File: config.mk
export PLATFORM = sky130hd
export DESIGN_NAME = trimmed_mean_adc_level_pwm
export DESIGN_NICKNAME = d
export VERILOG_FILES = /design/src/tmal_pkg.sv /design/src/tmal_accum.sv /design/src/tmal_scale.sv /design/src/trimmed_mean_adc_level_pwm.sv
export SDC_FILE = /design/constraint.sdc
export NUM_CORES = 1
export LEC_CHECK = 0
export BUFFER_PORTS_ARGS = -buffer_cell sky130_fd_sc_hd__buf_2
export CORE_UTILIZATION = 55
export CTS_BUF_LIST = sky130_fd_sc_hd__clkbuf_4 sky130_fd_sc_hd__clkbuf_8
export DETAILED_ROUTE_END_ITERATION = 8
export HOLD_SLACK_MARGIN = 0.06
export MAX_ROUTING_LAYER = met4
export PLACE_DENSITY = 0.85
export SLEW_MARGIN = 5
export SYNTH_ARGS = -nofsm -noshare
export SYNTH_HDL_FRONTEND = slang
export SYNTH_HIERARCHICAL = 1
export SYNTH_SLANG_ARGS = --single-unit
File: constraint.sdc
create_clock -name aclk -period 6 [get_ports aclk]
set_clock_uncertainty 0.2 [all_clocks]
set_input_delay 0.3 -clock aclk [delete_from_list [all_inputs] [get_ports aclk]]
set_output_delay 0.3 -clock aclk [all_outputs]
set_load 0.02 [all_outputs]
File: src/tmal_pkg.sv
// tmal_pkg: shared constants, types and helper functions for the trimmed mean filter
// used by tmal_accum, tmal_scale and trimmed_mean_adc_level_pwm; no dependencies
package tmal_pkg;

    // group size and field widths
    localparam int SAMPLES_PER_RESULT = 10;
    localparam int SAMPLE_W           = 12;
    localparam int VAL_W              = 16;
    localparam int MASK_W             = 6;
    localparam int DUTY_W             = 12;
    localparam int LEVEL_W            = 8;
    localparam int CNT_W              = $clog2(SAMPLES_PER_RESULT);
    localparam int MAGIC_W            = 17;
    localparam int SHIFT_W            = 5;

    // port widths
    localparam int S_TDATA_W  = 16;
    localparam int M_TDATA_W  = 40;
    localparam int CFG_IDX_W  = 4;
    localparam int CFG_DATA_W = 16;

    // reset values of the configuration registers
    localparam logic [SAMPLE_W-1:0] OFFSET_RESET = SAMPLE_W'(2000);
    localparam logic [VAL_W-1:0]    PERIOD_RESET = VAL_W'(512);

    localparam logic [SAMPLE_W-1:0] SMALLEST_RESET = '1;
    localparam logic [CNT_W-1:0]    LAST_COUNT     = CNT_W'(SAMPLES_PER_RESULT - 1);

    // constant divisors
    localparam int TRIM_DIV   = (SAMPLES_PER_RESULT > 2) ? (SAMPLES_PER_RESULT - 2) : 1;
    localparam int LEVEL_STEP = 350;
    localparam int DUTY_STEP  = 20;
    localparam int PCT_SCALE  = 100;

    // lowest filtered value that lights no led
    localparam logic [VAL_W-1:0] LED_LIMIT = VAL_W'(LEVEL_STEP * MASK_W);
    localparam logic [VAL_W-1:0] CMP_MAX   = VAL_W'(65535 / PCT_SCALE);

    // reciprocal constants: floor(x/d) = (x * m) >> (16 + l), l = clog2(d),
    // m = floor(2^(16+l)/d) + 1, exact for every 16-bit x
    localparam int TRIM_L  = $clog2(TRIM_DIV);
    localparam int LEVEL_L = $clog2(LEVEL_STEP);
    localparam int DUTY_L  = $clog2(DUTY_STEP);
    localparam int PCT_L   = $clog2(PCT_SCALE);

    localparam logic [MAGIC_W-1:0] TRIM_M  =
        MAGIC_W'(((64'd1 << (VAL_W + TRIM_L)) / TRIM_DIV) + 1);
    localparam logic [MAGIC_W-1:0] LEVEL_M =
        MAGIC_W'(((64'd1 << (VAL_W + LEVEL_L)) / LEVEL_STEP) + 1);
    localparam logic [MAGIC_W-1:0] DUTY_M  =
        MAGIC_W'(((64'd1 << (VAL_W + DUTY_L)) / DUTY_STEP) + 1);
    localparam logic [MAGIC_W-1:0] PCT_M   =
        MAGIC_W'(((64'd1 << (VAL_W + PCT_L)) / PCT_SCALE) + 1);

    localparam logic [SHIFT_W-1:0] TRIM_SH  = SHIFT_W'(VAL_W + TRIM_L);
    localparam logic [SHIFT_W-1:0] LEVEL_SH = SHIFT_W'(VAL_W + LEVEL_L);
    localparam logic [SHIFT_W-1:0] DUTY_SH  = SHIFT_W'(VAL_W + DUTY_L);
    localparam logic [SHIFT_W-1:0] PCT_SH   = SHIFT_W'(VAL_W + PCT_L);

    // configuration register indexes
    typedef enum logic [CFG_IDX_W-1:0] {
        REG_OFFSET     = 4'd0,
        REG_PWM_PERIOD = 4'd1
    } cfg_reg_t;

    // accumulator status seen by the top level
    typedef struct packed {
        logic             grp_valid;
        logic [CNT_W-1:0] count;
    } acc_stat_t;

    // multiply by reciprocal and shift
    function automatic logic [VAL_W-1:0] div_by_const(
        input logic [VAL_W-1:0]   x,
        input logic [MAGIC_W-1:0] m,
        input logic [SHIFT_W-1:0] sh
    );
        logic [VAL_W+MAGIC_W-1:0] prod;
        prod = {{MAGIC_W{1'b0}}, x} * {{VAL_W{1'b0}}, m};
        div_by_const = VAL_W'(prod >> sh);
    endfunction

    // thermometer: bits 0..k lit when k is within the bar, else dark
    function automatic logic [MASK_W-1:0] level_mask(input logic [LEVEL_W-1:0] k);
        logic [MASK_W-1:0] mask;
        for (int i = 0; i < MASK_W; i++) begin
            mask[i] = (k <= LEVEL_W'(MASK_W - 1)) && (k >= LEVEL_W'(i));
        end
        level_mask = mask;
    endfunction

endpackage

File: src/tmal_accum.sv
// tmal_accum: running sum, minimum, maximum and count over one group of samples
// emits the untrimmed-by-division numerator (sum - min - max) in a group register
// depends on tmal_pkg
module tmal_accum (
    input  logic                           aclk,
    input  logic                           aresetn,
    input  logic                           s_valid,
    output logic                           s_ready,
    input  logic [tmal_pkg::SAMPLE_W-1:0]  sample,
    input  logic                           grp_ready,
    output logic [tmal_pkg::VAL_W-1:0]     grp_num,
    output tmal_pkg::acc_stat_t            stat
);

    logic [tmal_pkg::VAL_W-1:0]    sum_reg, sum_next;
    logic [tmal_pkg::SAMPLE_W-1:0] min_reg, min_next;
    logic [tmal_pkg::SAMPLE_W-1:0] max_reg, max_next;
    logic [tmal_pkg::CNT_W-1:0]    cnt_reg, cnt_next;
    logic                          grp_valid_reg, grp_valid_next;
    logic [tmal_pkg::VAL_W-1:0]    num_reg, num_next;

    logic [tmal_pkg::VAL_W-1:0]    sum_add;
    logic [tmal_pkg::SAMPLE_W-1:0] min_upd, max_upd;
    logic                          accept, last;

    // only the closing sample of a group needs the group register free
    assign s_ready = (cnt_reg != tmal_pkg::LAST_COUNT) || !grp_valid_reg || grp_ready;
    assign accept  = s_valid && s_ready;
    assign last    = (cnt_reg == tmal_pkg::LAST_COUNT);

    always_comb begin
        sum_add = sum_reg + tmal_pkg::VAL_W'(sample);
        min_upd = (sample < min_reg) ? sample : min_reg;
        max_upd = (sample > max_reg) ? sample : max_reg;

        sum_next       = sum_reg;
        min_next       = min_reg;
        max_next       = max_reg;
        cnt_next       = cnt_reg;
        grp_valid_next = grp_valid_reg;
        num_next       = num_reg;

        if (grp_ready) begin
            grp_valid_next = 1'b0;
        end

        if (accept) begin
            if (last) begin
                sum_next       = '0;
                min_next       = tmal_pkg::SMALLEST_RESET;
                max_next       = '0;
                cnt_next       = '0;
                grp_valid_next = 1'b1;
                num_next       = sum_add - tmal_pkg::VAL_W'(min_upd)
                                         - tmal_pkg::VAL_W'(max_upd);
            end else begin
                sum_next = sum_add;
                min_next = min_upd;
                max_next = max_upd;
                cnt_next = cnt_reg + 1'b1;
            end
        end
    end

    always_ff @(posedge aclk) begin
        if (!aresetn) begin
            sum_reg       <= '0;
            min_reg       <= tmal_pkg::SMALLEST_RESET;
            max_reg       <= '0;
            cnt_reg       <= '0;
            grp_valid_reg <= 1'b0;
        end else begin
            sum_reg       <= sum_next;
            min_reg       <= min_next;
            max_reg       <= max_next;
            cnt_reg       <= cnt_next;
            grp_valid_reg <= grp_valid_next;
        end
        num_reg <= num_next;
    end

    assign grp_num        = num_reg;
    assign stat.grp_valid = grp_valid_reg;
    assign stat.count     = cnt_reg;

endmodule

File: src/tmal_scale.sv
// tmal_scale: four-stage result pipeline, divide by group size minus two, offset,
// level mask, duty, pwm product and percent scaling; ends in the output register
// depends on tmal_pkg
module tmal_scale (
    input  logic                           aclk,
    input  logic                           aresetn,
    input  logic                           grp_valid,
    output logic                           grp_ready,
    input  logic [tmal_pkg::VAL_W-1:0]     grp_num,
    input  logic [tmal_pkg::SAMPLE_W-1:0]  offset,
    input  logic [tmal_pkg::VAL_W-1:0]     pwm_period,
    output logic                           out_valid,
    input  logic                           out_ready,
    output logic [tmal_pkg::VAL_W-1:0]     filtered,
    output logic [tmal_pkg::MASK_W-1:0]    led_mask,
    output logic [tmal_pkg::VAL_W-1:0]     compare_value
);

    logic v1_reg, v2_reg, v3_reg, v4_reg;
    logic en1, en2, en3, en4;

    logic [tmal_pkg::VAL_W-1:0]  filt1_reg, filt1_next;
    logic [tmal_pkg::VAL_W-1:0]  filt2_reg;
    logic [tmal_pkg::MASK_W-1:0] mask2_reg, mask2_next;
    logic [tmal_pkg::DUTY_W-1:0] duty2_reg, duty2_next;
    logic [tmal_pkg::VAL_W-1:0]  filt3_reg;
    logic [tmal_pkg::MASK_W-1:0] mask3_reg;
    logic [tmal_pkg::VAL_W-1:0]  prod3_reg, prod3_next;
    logic [tmal_pkg::VAL_W-1:0]  filt4_reg;
    logic [tmal_pkg::MASK_W-1:0] mask4_reg;
    logic [tmal_pkg::VAL_W-1:0]  cmp4_reg, cmp4_next;

    logic [tmal_pkg::VAL_W-1:0]   trimmed;
    logic [tmal_pkg::LEVEL_W-1:0] level;
    logic [tmal_pkg::VAL_W+tmal_pkg::DUTY_W-1:0] prod_full;

    // a stage loads when empty or when its content moves on
    assign en4 = !v4_reg || out_ready;
    assign en3 = !v3_reg || en4;
    assign en2 = !v2_reg || en3;
    assign en1 = !v1_reg || en2;
    assign grp_ready = en1;

    always_comb begin
        trimmed    = tmal_pkg::div_by_const(grp_num, tmal_pkg::TRIM_M, tmal_pkg::TRIM_SH);
        filt1_next = trimmed - tmal_pkg::VAL_W'(offset);

        level      = tmal_pkg::LEVEL_W'(
            tmal_pkg::div_by_const(filt1_reg, tmal_pkg::LEVEL_M, tmal_pkg::LEVEL_SH));
        mask2_next = tmal_pkg::level_mask(level);
        duty2_next = tmal_pkg::DUTY_W'(
            tmal_pkg::div_by_const(filt1_reg, tmal_pkg::DUTY_M, tmal_pkg::DUTY_SH));

        prod_full  = {{tmal_pkg::DUTY_W{1'b0}}, pwm_period}
                   * {{tmal_pkg::VAL_W{1'b0}}, duty2_reg};
        prod3_next = prod_full[tmal_pkg::VAL_W-1:0];

        cmp4_next  = tmal_pkg::div_by_const(prod3_reg, tmal_pkg::PCT_M, tmal_pkg::PCT_SH);
    end

    always_ff @(posedge aclk) begin
        if (!aresetn) begin
            v1_reg <= 1'b0;
            v2_reg <= 1'b0;
            v3_reg <= 1'b0;
            v4_reg <= 1'b0;
        end else begin
            if (en1) v1_reg <= grp_valid;
            if (en2) v2_reg <= v1_reg;
            if (en3) v3_reg <= v2_reg;
            if (en4) v4_reg <= v3_reg;
        end

        if (en1 && grp_valid) begin
            filt1_reg <= filt1_next;
        end
        if (en2 && v1_reg) begin
            filt2_reg <= filt1_reg;
            mask2_reg <= mask2_next;
            duty2_reg <= duty2_next;
        end
        if (en3 && v2_reg) begin
            filt3_reg <= filt2_reg;
            mask3_reg <= mask2_reg;
            prod3_reg <= prod3_next;
        end
        if (en4 && v3_reg) begin
            filt4_reg <= filt3_reg;
            mask4_reg <= mask3_reg;
            cmp4_reg  <= cmp4_next;
        end
    end

    assign out_valid     = v4_reg;
    assign filtered      = filt4_reg;
    assign led_mask      = mask4_reg;
    assign compare_value = cmp4_reg;

endmodule

File: src/trimmed_mean_adc_level_pwm.sv
// trimmed_mean_adc_level_pwm: top level of the min/max trimmed mean adc filter
// with led level bar and pwm compare output; holds the configuration registers
// depends on tmal_pkg, tmal_accum, tmal_scale
//
//  channel   direction  handshake            payload
//  s_        in         s_tvalid / s_tready  s_tdata[11:0]  sample
//  m_        out        m_tvalid / m_tready  m_tdata: filtered, led_mask, compare_value
//  cfg_      in         cfg_valid/cfg_ready  cfg_index, cfg_data
//
//  one sample item is taken per cycle while s_tready is high; every group of samples
//  closes with one result item that reaches m_ through the group register, then
//  four stages ending in the output register
//  reset is synchronous on aresetn: accumulators clear, offset = 2000,
//  pwm_period = 512, pipeline empties; config writes are always taken
//  a held result stalls only the stages behind it; s_tready drops only when the
//  closing sample of a group finds the group register still occupied
module trimmed_mean_adc_level_pwm (
    input  logic                             aclk,
    input  logic                             aresetn,

    input  logic                             s_tvalid,
    output logic                             s_tready,
    input  logic [tmal_pkg::S_TDATA_W-1:0]   s_tdata,   // [11:0] sample, [15:12] zero

    output logic                             m_tvalid,
    input  logic                             m_tready,
    output logic [tmal_pkg::M_TDATA_W-1:0]   m_tdata,   // [15:0] filtered,
                                                        // [21:16] led_mask,
                                                        // [37:22] compare_value,
                                                        // [39:38] zero

    input  logic                             cfg_valid,
    output logic                             cfg_ready,
    input  logic [tmal_pkg::CFG_IDX_W-1:0]   cfg_index,
    input  logic [tmal_pkg::CFG_DATA_W-1:0]  cfg_data
);

    // configuration registers
    logic [tmal_pkg::SAMPLE_W-1:0] offset_reg, offset_next;
    logic [tmal_pkg::VAL_W-1:0]    period_reg, period_next;

    // accumulator to pipeline
    logic                       grp_ready;
    logic [tmal_pkg::VAL_W-1:0] grp_num;
    tmal_pkg::acc_stat_t        acc_stat;

    // pipeline outputs
    logic [tmal_pkg::VAL_W-1:0]  filtered;
    logic [tmal_pkg::MASK_W-1:0] led_mask;
    logic [tmal_pkg::VAL_W-1:0]  compare_value;

    assign cfg_ready = 1'b1;

    // register write decode, unknown indexes are dropped
    always_comb begin
        offset_next = offset_reg;
        period_next = period_reg;
        if (cfg_valid) begin
            case (cfg_index)
                tmal_pkg::REG_OFFSET: begin
                    offset_next = cfg_data[tmal_pkg::SAMPLE_W-1:0];
                end
                tmal_pkg::REG_PWM_PERIOD: begin
                    period_next = cfg_data[tmal_pkg::VAL_W-1:0];
                end
                default: begin
                end
            endcase
        end
    end

    always_ff @(posedge aclk) begin
        if (!aresetn) begin
            offset_reg <= tmal_pkg::OFFSET_RESET;
            period_reg <= tmal_pkg::PERIOD_RESET;
        end else begin
            offset_reg <= offset_next;
            period_reg <= period_next;
        end
    end

    // sum, min, max and count over the group
    tmal_accum u_accum (
        .aclk      (aclk),
        .aresetn   (aresetn),
        .s_valid   (s_tvalid),
        .s_ready   (s_tready),
        .sample    (s_tdata[tmal_pkg::SAMPLE_W-1:0]),
        .grp_ready (grp_ready),
        .grp_num   (grp_num),
        .stat      (acc_stat)
    );

    // trimmed mean, offset, level bar and pwm compare
    tmal_scale u_scale (
        .aclk          (aclk),
        .aresetn       (aresetn),
        .grp_valid     (acc_stat.grp_valid),
        .grp_ready     (grp_ready),
        .grp_num       (grp_num),
        .offset        (offset_reg),
        .pwm_period    (period_reg),
        .out_valid     (m_tvalid),
        .out_ready     (m_tready),
        .filtered      (filtered),
        .led_mask      (led_mask),
        .compare_value (compare_value)
    );

    // pack the result item, zero pad to whole bytes
    assign m_tdata = {2'b00, compare_value, led_mask, filtered};

    // the closing sample of a group always lands in the group register
    assert property (@(posedge aclk) disable iff (!aresetn)
        (s_tvalid && s_tready && acc_stat.count == tmal_pkg::LAST_COUNT)
        |=> acc_stat.grp_valid)
    else $error("closing sample did not load the group register");

    // the count restarts after a closing sample is taken
    assert property (@(posedge aclk) disable iff (!aresetn)
        (s_tvalid && s_tready && acc_stat.count == tmal_pkg::LAST_COUNT)
        |=> acc_stat.count == '0)
    else $error("sample count did not restart after a group");

    // a lit bar only for a filtered value within the bar's range
    assert property (@(posedge aclk) disable iff (!aresetn)
        (m_tvalid && m_tdata[21:16] != '0) |-> (m_tdata[15:0] < tmal_pkg::LED_LIMIT))
    else $error("led mask lit for an out-of-range level");

    // percent scaling of a 16-bit product stays below 656
    assert property (@(posedge aclk) disable iff (!aresetn)
        m_tvalid |-> (m_tdata[37:22] <= tmal_pkg::CMP_MAX))
    else $error("compare value above scaled maximum");

endmodule
==> run summary <==
outcome -> complete, but fails checks
failing checks -> setup timing
Worst Path Max Fanout -> 6
Clk network pwr share -> 0.348
register area -> 0.00542 mm2
GPL Wtd Cong -> 0.940
Flop pwr share -> 0.383
via count -> 20,600
Die Width -> 225 um
Nets -> 3,930
drt pass-1 iters -> 5
crit end category -> flip-flop
Die ar. -> 0.0508 mm2
crit path buf inv count -> 6
sw frac -> 0.318
HPWL Detailed -> 52.2 mm
max_cap viols -> 0
Via density -> 5.54
setup ws final -> -0.358 ns
Root Buffer -> clkbuf_8
hold_ws -> 0.103 ns
syn avg cell area -> 10.0 um2
CTS Buf Count -> 37
first-pass GRT wire length -> 108 mm
most frequent cells in the layout -> inv_1 (644), ha_1 (439), fa_1 (371), nand2_1 (205), buf_4 (187)
Layout Area Growth over Synthesis -> 16.3%
placed cells -> 3,587
Total Neg Setup Slack -> -3.52 ns
Critical Path Slowest Stage Cell -> fa_1
Int Pwr -> 2830 uW
Comb pwr share -> 0.269
GR Overflow Total -> 0
Die H -> 225 um
Core ar. -> 0.0491 mm2
Setup crit start kind -> flip-flop
Initial Util -> 0.560
port bufs -> 70
Clk pin slew, worst setup/hold paths -> 0.06 ns
Final ANT Viol Nets -> 0
Mapped Area -> 0.0275 mm2
pre-CTS WS -> -0.355 ns
Leak Pwr -> 0.0158 uW
clock sinks -> 206
commonest non-fill, non-tap cell in the layout -> inv_1
clock latency at the later pin of the worst-skew pair -> 0.57 ns
Min-Delay Path Class -> input pin to flip-flop
crit-path leading delay family -> adder cells
P per Cell Area -> 130 mW/mm2
row count -> 81
CP peak stage delay -> 0.55 ns
CP required -> 6.22 ns
CP cell instances -> buf_4, buf_4, fa_1, inv_1, fa_2, inv_1, ha_1, ha_1, fa_1, inv_1, fa_1, inv_1, ha_1, and3_1, o2111ai_1, a2bb2oi_2, nor4b_4, o31a_1, nor3_1, a211o_1, a311o_2, nor3_2
top-level I/O count -> 84
final cell count without fillers -> 3,728
Wirelength per Cell -> 19.0 um
Final min period -> 6.36 ns
Warnings, synthesis -> 6
fin. max-slew vios -> 0
RSZ-0062 raised after global routing -> yes
initial antenna violation count -> 0
Net Switching -> 1320 uW
number of global-route vias before repair -> 21,900
CTS tree -> built
Slew HR -> 0.279
Worst-Margin Slew -> 1.08 ns
fillers -> 3,506
GRT Overall Usage -> 0.280
Max clock buf depth -> 3
Final Hold Fails -> 0
DRT iter0 DRCs -> 1,452
Final Routed Wirelength -> 70.8 mm
Final setup viols -> 19
htree depth -> 2
Synth Instances -> 2,732
Tcrit/Tclk final -> 1.06
Core Util, Final -> 0.651
fraction of layout cells with a size suffix above 1 -> 0.157
FMAX -> 0.157 GHz
drt drc -> 0
Multi-input gate area -> 0.0200 mm2
VDD IR max -> 0.201 mV
cell mode on critical path -> inv_1
CP Data Arrival Time -> 6.57 ns
# diodes -> 0
largest net degree at the start of global routing -> 68
CP Class -> flip-flop to flip-flop
## area by class of cell
class                      instances  area share
clock buffer                      53      0.0205
clock inverter                    14     0.00411
inverter                         664      0.0780
multi-input combinational       1811       0.627
sequential                       206       0.170
tap                              664      0.0260
timing repair buffer             316      0.0752
## worst min-delay path: cells and delay by family
kind / cells / cell delay, ns
buffers and inverters: 1 / 0.10
multiplexers: 1 / 0.11
AND/OR/NAND/NOR: 2 / 0.31
## per-layer routing
metal,routed length [um],track usage,vias up
met4,3650,0.104,0
li1,-,-,9349
met5,0,-,-
met3,4400,0.0409,272
met1,27200,0.333,10200
met2,35600,0.482,845
## per-stage QoR
step	power, uW	cell area (um2)
after floorplan	2450	27600
after global placement	2660	29900
after detailed placement	2680	29900
after CTS	4150	31500
after global routing	4350	31900
final	4150	31900
## repair_timing
item                                    4_1_cts  5_1_grt
pin swaps                                    37       53
resized for setup                            69       69
hold endpoints to repair                     56        0
gates cloned                                  0        0
endpoints found under the setup margin       17       20
hold buffers                                 35        0
setup buffers                                24       21
## power by group through the flow
stage | clock network, uW | logic (uW) | registers, uW
2_1_floorplan | 0 | 839 | 1610
3_3_place_gp | 0 | 1040 | 1620
6_report | 1440 | 1110 | 1590
3_5_place_dp | 0 | 1070 | 1620
5_1_grt | 1520 | 1230 | 1590
4_1_cts | 1460 | 1100 | 1590
## final timing paths
check / from / end / slack [ns] / depth (start not counted)
setup reg to reg: u_scale/filt1_reg[8] / u_scale/mask2_reg[1] / -0.36 / 22
setup / recovery: u_scale/filt1_reg[8] / u_scale/mask2_reg[1] / -0.36 / 22
hold / removal: cfg_index[1] / period_reg[1] / 0.10 / 4
hold reg to reg: u_scale/filt2_reg[11] / u_scale/filt3_reg[11] / 0.21 / 0
Power figures use the tool's default switching activity.
